## src/rtl/hme_pkg.sv

```systemverilog
`timescale 1ns / 1ps
// ----------------------------------------------------------------------------
// hme_pkg: shared types and codes for the max-heap extract block
// Holds the value type, the status codes, the operation codes and the result
// type of the child selection logic.
// ----------------------------------------------------------------------------
package hme_pkg;

    localparam int unsigned HEAP_DEPTH_DEF = 256;
    localparam int unsigned VAL_W          = 32;
    localparam int unsigned ST_W           = 2;

    localparam logic [ST_W-1:0] ST_OK        = 2'd0;
    localparam logic [ST_W-1:0] ST_UNDERFLOW = 2'd1;
    localparam logic [ST_W-1:0] ST_FULL      = 2'd2;

    localparam logic OP_LOAD    = 1'b0;
    localparam logic OP_EXTRACT = 1'b1;

    typedef logic signed [VAL_W-1:0] t_val;
    typedef logic [ST_W-1:0]         t_status;

    // Outcome of one sift-down level: whether the hole moves down, and to
    // which child.
    typedef struct packed {
        logic move;
        logic take_right;
    } t_pick;

endpackage

```

## src/rtl/hme_pick.sv

```systemverilog
`timescale 1ns / 1ps
// ----------------------------------------------------------------------------
// hme_pick: child selection for one sift-down level
// Chooses the larger of the two children when it is strictly larger than the
// element being sifted; on a tie between the children the left one wins.
// ----------------------------------------------------------------------------
module hme_pick (
    input  hme_pkg::t_val  i_cur,
    input  hme_pkg::t_val  i_left,
    input  hme_pkg::t_val  i_right,
    input  logic           i_left_ok,
    input  logic           i_right_ok,
    output hme_pkg::t_pick o_pick
);
    import hme_pkg::*;

    logic left_win;
    logic right_win;
    t_val best_val;

    always_comb begin
        left_win          = i_left_ok && (i_left > i_cur);
        best_val          = left_win ? i_left : i_cur;
        right_win         = i_right_ok && (i_right > best_val);
        o_pick.move       = left_win || right_win;
        o_pick.take_right = right_win;
    end

endmodule
```

## config.mk

```make
export PLATFORM = sky130hd
export DESIGN_NAME = hme_pick
export DESIGN_NICKNAME = d
export VERILOG_FILES = /design/src/rtl/hme_pkg.sv /design/src/rtl/hme_pick.sv
export SDC_FILE = /design/constraint.sdc
export NUM_CORES = 1
export LEC_CHECK = 0
export BUFFER_PORTS_ARGS = -buffer_cell sky130_fd_sc_hd__buf_2
export CAP_MARGIN = 25
export CORE_AREA = 2 2 64 66
export DETAILED_ROUTE_END_ITERATION = 8
export DIE_AREA = 0 0 66 68
export GPL_TIMING_DRIVEN = 1
export MAX_ROUTING_LAYER = met4
export PLACE_DENSITY = 0.89
export SLEW_MARGIN = 5
export SYNTH_ARGS = -nofsm -noshare
export SYNTH_HDL_FRONTEND = slang
export SYNTH_SLANG_ARGS = --single-unit
```

## constraint.sdc

```tcl
create_clock -name vclk -period 8.6
set_input_delay 0.43 -clock vclk [all_inputs]
set_output_delay 0.43 -clock vclk [all_outputs]
set_load 0.05 [all_outputs]
```

==> flow_metrics.tcl <==
set metrics [dict create \
    status "finished, final reports clean" \
    rows 23 \
    synth_commonest_cells "ha_1 (64), inv_1 (36), mux2i_1 (31), a21oi_1 (26), nand2_1 (13)" \
    pre_cts_ws_ps 3330 \
    setup_violations 0 \
    fmax_mhz 189 \
    yosysTopAreaCell "ha_1" \
    start_util_pct 50.0 \
    final_max_slew_viol_count 0 \
    synth_cell_types 36 \
    critPathKind "input port to output pin" \
    port_buffers 100 \
    n_clock_buffer 0 \
    rsz0062_at_grt "false" \
    yosys.area_share.xor_xnor_pct 0.454 \
    num-nets-final 497 \
    grt_usage_pct 21.7 \
    synthTopCellsByArea "ha_1 (42%), mux2i_1 (16%), inv_1 (7.0%)" \
    cp-start-kind "input port" \
    synthAdderAreaFrac_pct 41.5 \
    utilization_pct 63.2 \
    critical_path.max_stage_delay_ps 570 \
    crit_arrival_ps 4860 \
    leakage_nw 1.55 \
    place_inst 383 \
    drive_gt1_share_pct 30.9 \
    yosys.area_share.simple_pct 14.1 \
    hold_viol_final 0 \
    n_sequential_cell 0 \
    die_w_um 66 \
    die_h_um 68 \
    viasPerCell 5.42 \
    num_vias 2077 \
    fillCellCount 360 \
    path_buf_inv 3 \
    maxCapViolations 0 \
    seq_area_um2 0 \
    design_area_mm2 0.00244 \
    grt_start_max_net_pins 34 \
    grt_overflow 0 \
    crit_slowest_cell "or4_1" \
    place.gp.congestion 0.803 \
    period_needed_ps 5290 \
    grt_pass1_wl_um 7720 \
    endpoint_kind "output pin" \
    finalCritPeriodShare_pct 61.5 \
    synth_top_family_by_area "adder cells" \
    synthMuxAreaShare_pct 17.5 \
    antennaDiodeCount 0 \
    wl_um 4910 \
    ios 100 \
    worstMarginPinSlew_ps 568 \
    fin_cells 383 \
    wl_per_cell_um 12.8 \
    first_iter_violations 59 \
    relSlewSlack_pct 62.2 \
    synth_compound_area_share_pct 16.5 \
    die_area_mm2 0.00449 \
    ant_nets 0 \
    path_cells "buf_2 > inv_1 > ha_1 > a21oi_1 > nand2_1 > a221o_1 > a211oi_1 > and3_1 > mux2_4 > mux2i_1 > ha_1 > and4_1 > nand4_1 > or4_1 > o41ai_1 > o21ai_0 > buf_2" \
    worstPathRequired_ps 8170 \
    synth_area_per_cell_um2 8.10 \
    postCtsSetupBuffers 0 \
    p_per_area_mw_per_mm2 62.9 \
    yosysWarnings 0 \
    drcViolationCount 0 \
    antenna_found_initial 0 \
    synth_most_common_cell "ha_1" \
    yosysTopAreaCellShare_pct 41.5 \
    multiInputGateArea_mm2 0.00174 \
    synth.cell_area_mm2 0.00193 \
    netlist_instances 238 \
    tns_ps 0 \
    syn_to_final_growth_pct 26.5 \
    post_cts_resized 0 \
    first_pass_iters 4 \
    fin_ws_ps 3310 \
    cp_max_fo 33 \
    grt_pass1_vias 1939 \
    crit_family "compound AO/OA/AOI/OAI gates" \
    coreArea_mm2 0.00386 \
    vdd_ir_drop_max_mv 0.0322 \
    synth_nets 400 \
    whs_ps 1280 \
    finalPower_uw 153 \
    place_hpwl_um 4480 \
    ctsHoldBuffers 0 \
    hold_class "input port to output pin" \
    dpl_cell_area_mm2 0.00244 \
    seq_area_frac_synth_pct 0 \
]
[power breakdown]
part           internal [mW]  switching [mW]  total [mW]
combinational         0.0712          0.0823       0.153
clock                      0               0           0
sequential                 0               0           0
[layout make-up]
type                            instances  area share [%]
Timing Repair Buffer                  100            20.5
Multi-Input combinational cell        196            71.2
Inverter                               37            5.70
Tap cell                               50            2.57
[worst paths after layout]
| path | startpoint | end | slack [ps] | depth (start not counted) |
|---|---|---|---|---|
| max | i_cur[30] | o_pick[1] | 3310 | 17 |
| min | i_right_ok | o_pick[0] | 1280 | 4 |
[kinds of logic after synthesis]
| logic type | Yosys count |
|---|---|
| simple gates | 46 |
| xor+xnor | 1 |
| compound gates | 52 |
| mux | 33 |
| buf+inv | 42 |
| fa+ha+maj | 64 |
[cells in the final DEF (no fill, tap or decap)]
cell      synthesis  final
nand3_1           7      7
mux2_1            1      1
clkinv_1          1      1
o21ai_0           7      7
a221oi_1          2      2
nor2_1            4      4
mux2_4            1      1
o31ai_1           1      1
nand2_1          13     13
o311ai_1          1      1
o21a_1            1      1
nor4_4            1      1
a31oi_1           1      1
o41ai_1           1      1
nor2b_1           1      1
inv_1            36     36
and3_1            1      1
mux2i_1          31     31
or4_1             2      2
a21boi_0          2      2
nor3_1            1      1
and4_1            2      2
o221ai_1          1      1
nand2b_1          1      1
a221o_1           2      2
a21oi_1          26     26
xnor2_1           1      1
a21o_1            5      5
a211oi_1          1      1
and2_0            1      1
nand4_4           1      1
nand4_1          11     11
o211ai_1          1      1
buf_2             0    100
ha_1             64     64
[layer usage]
metal | GRT usage, % | up-vias | routed length (um)
met5 | - | - | 0
met4 | 3.06 | 0 | 53
met3 | 1.32 | 6 | 294
met2 | 40.8 | 69 | 2470
met1 | 26.1 | 915 | 2100
li1 | - | 1087 | -
Power figures use the tool's default switching activity.
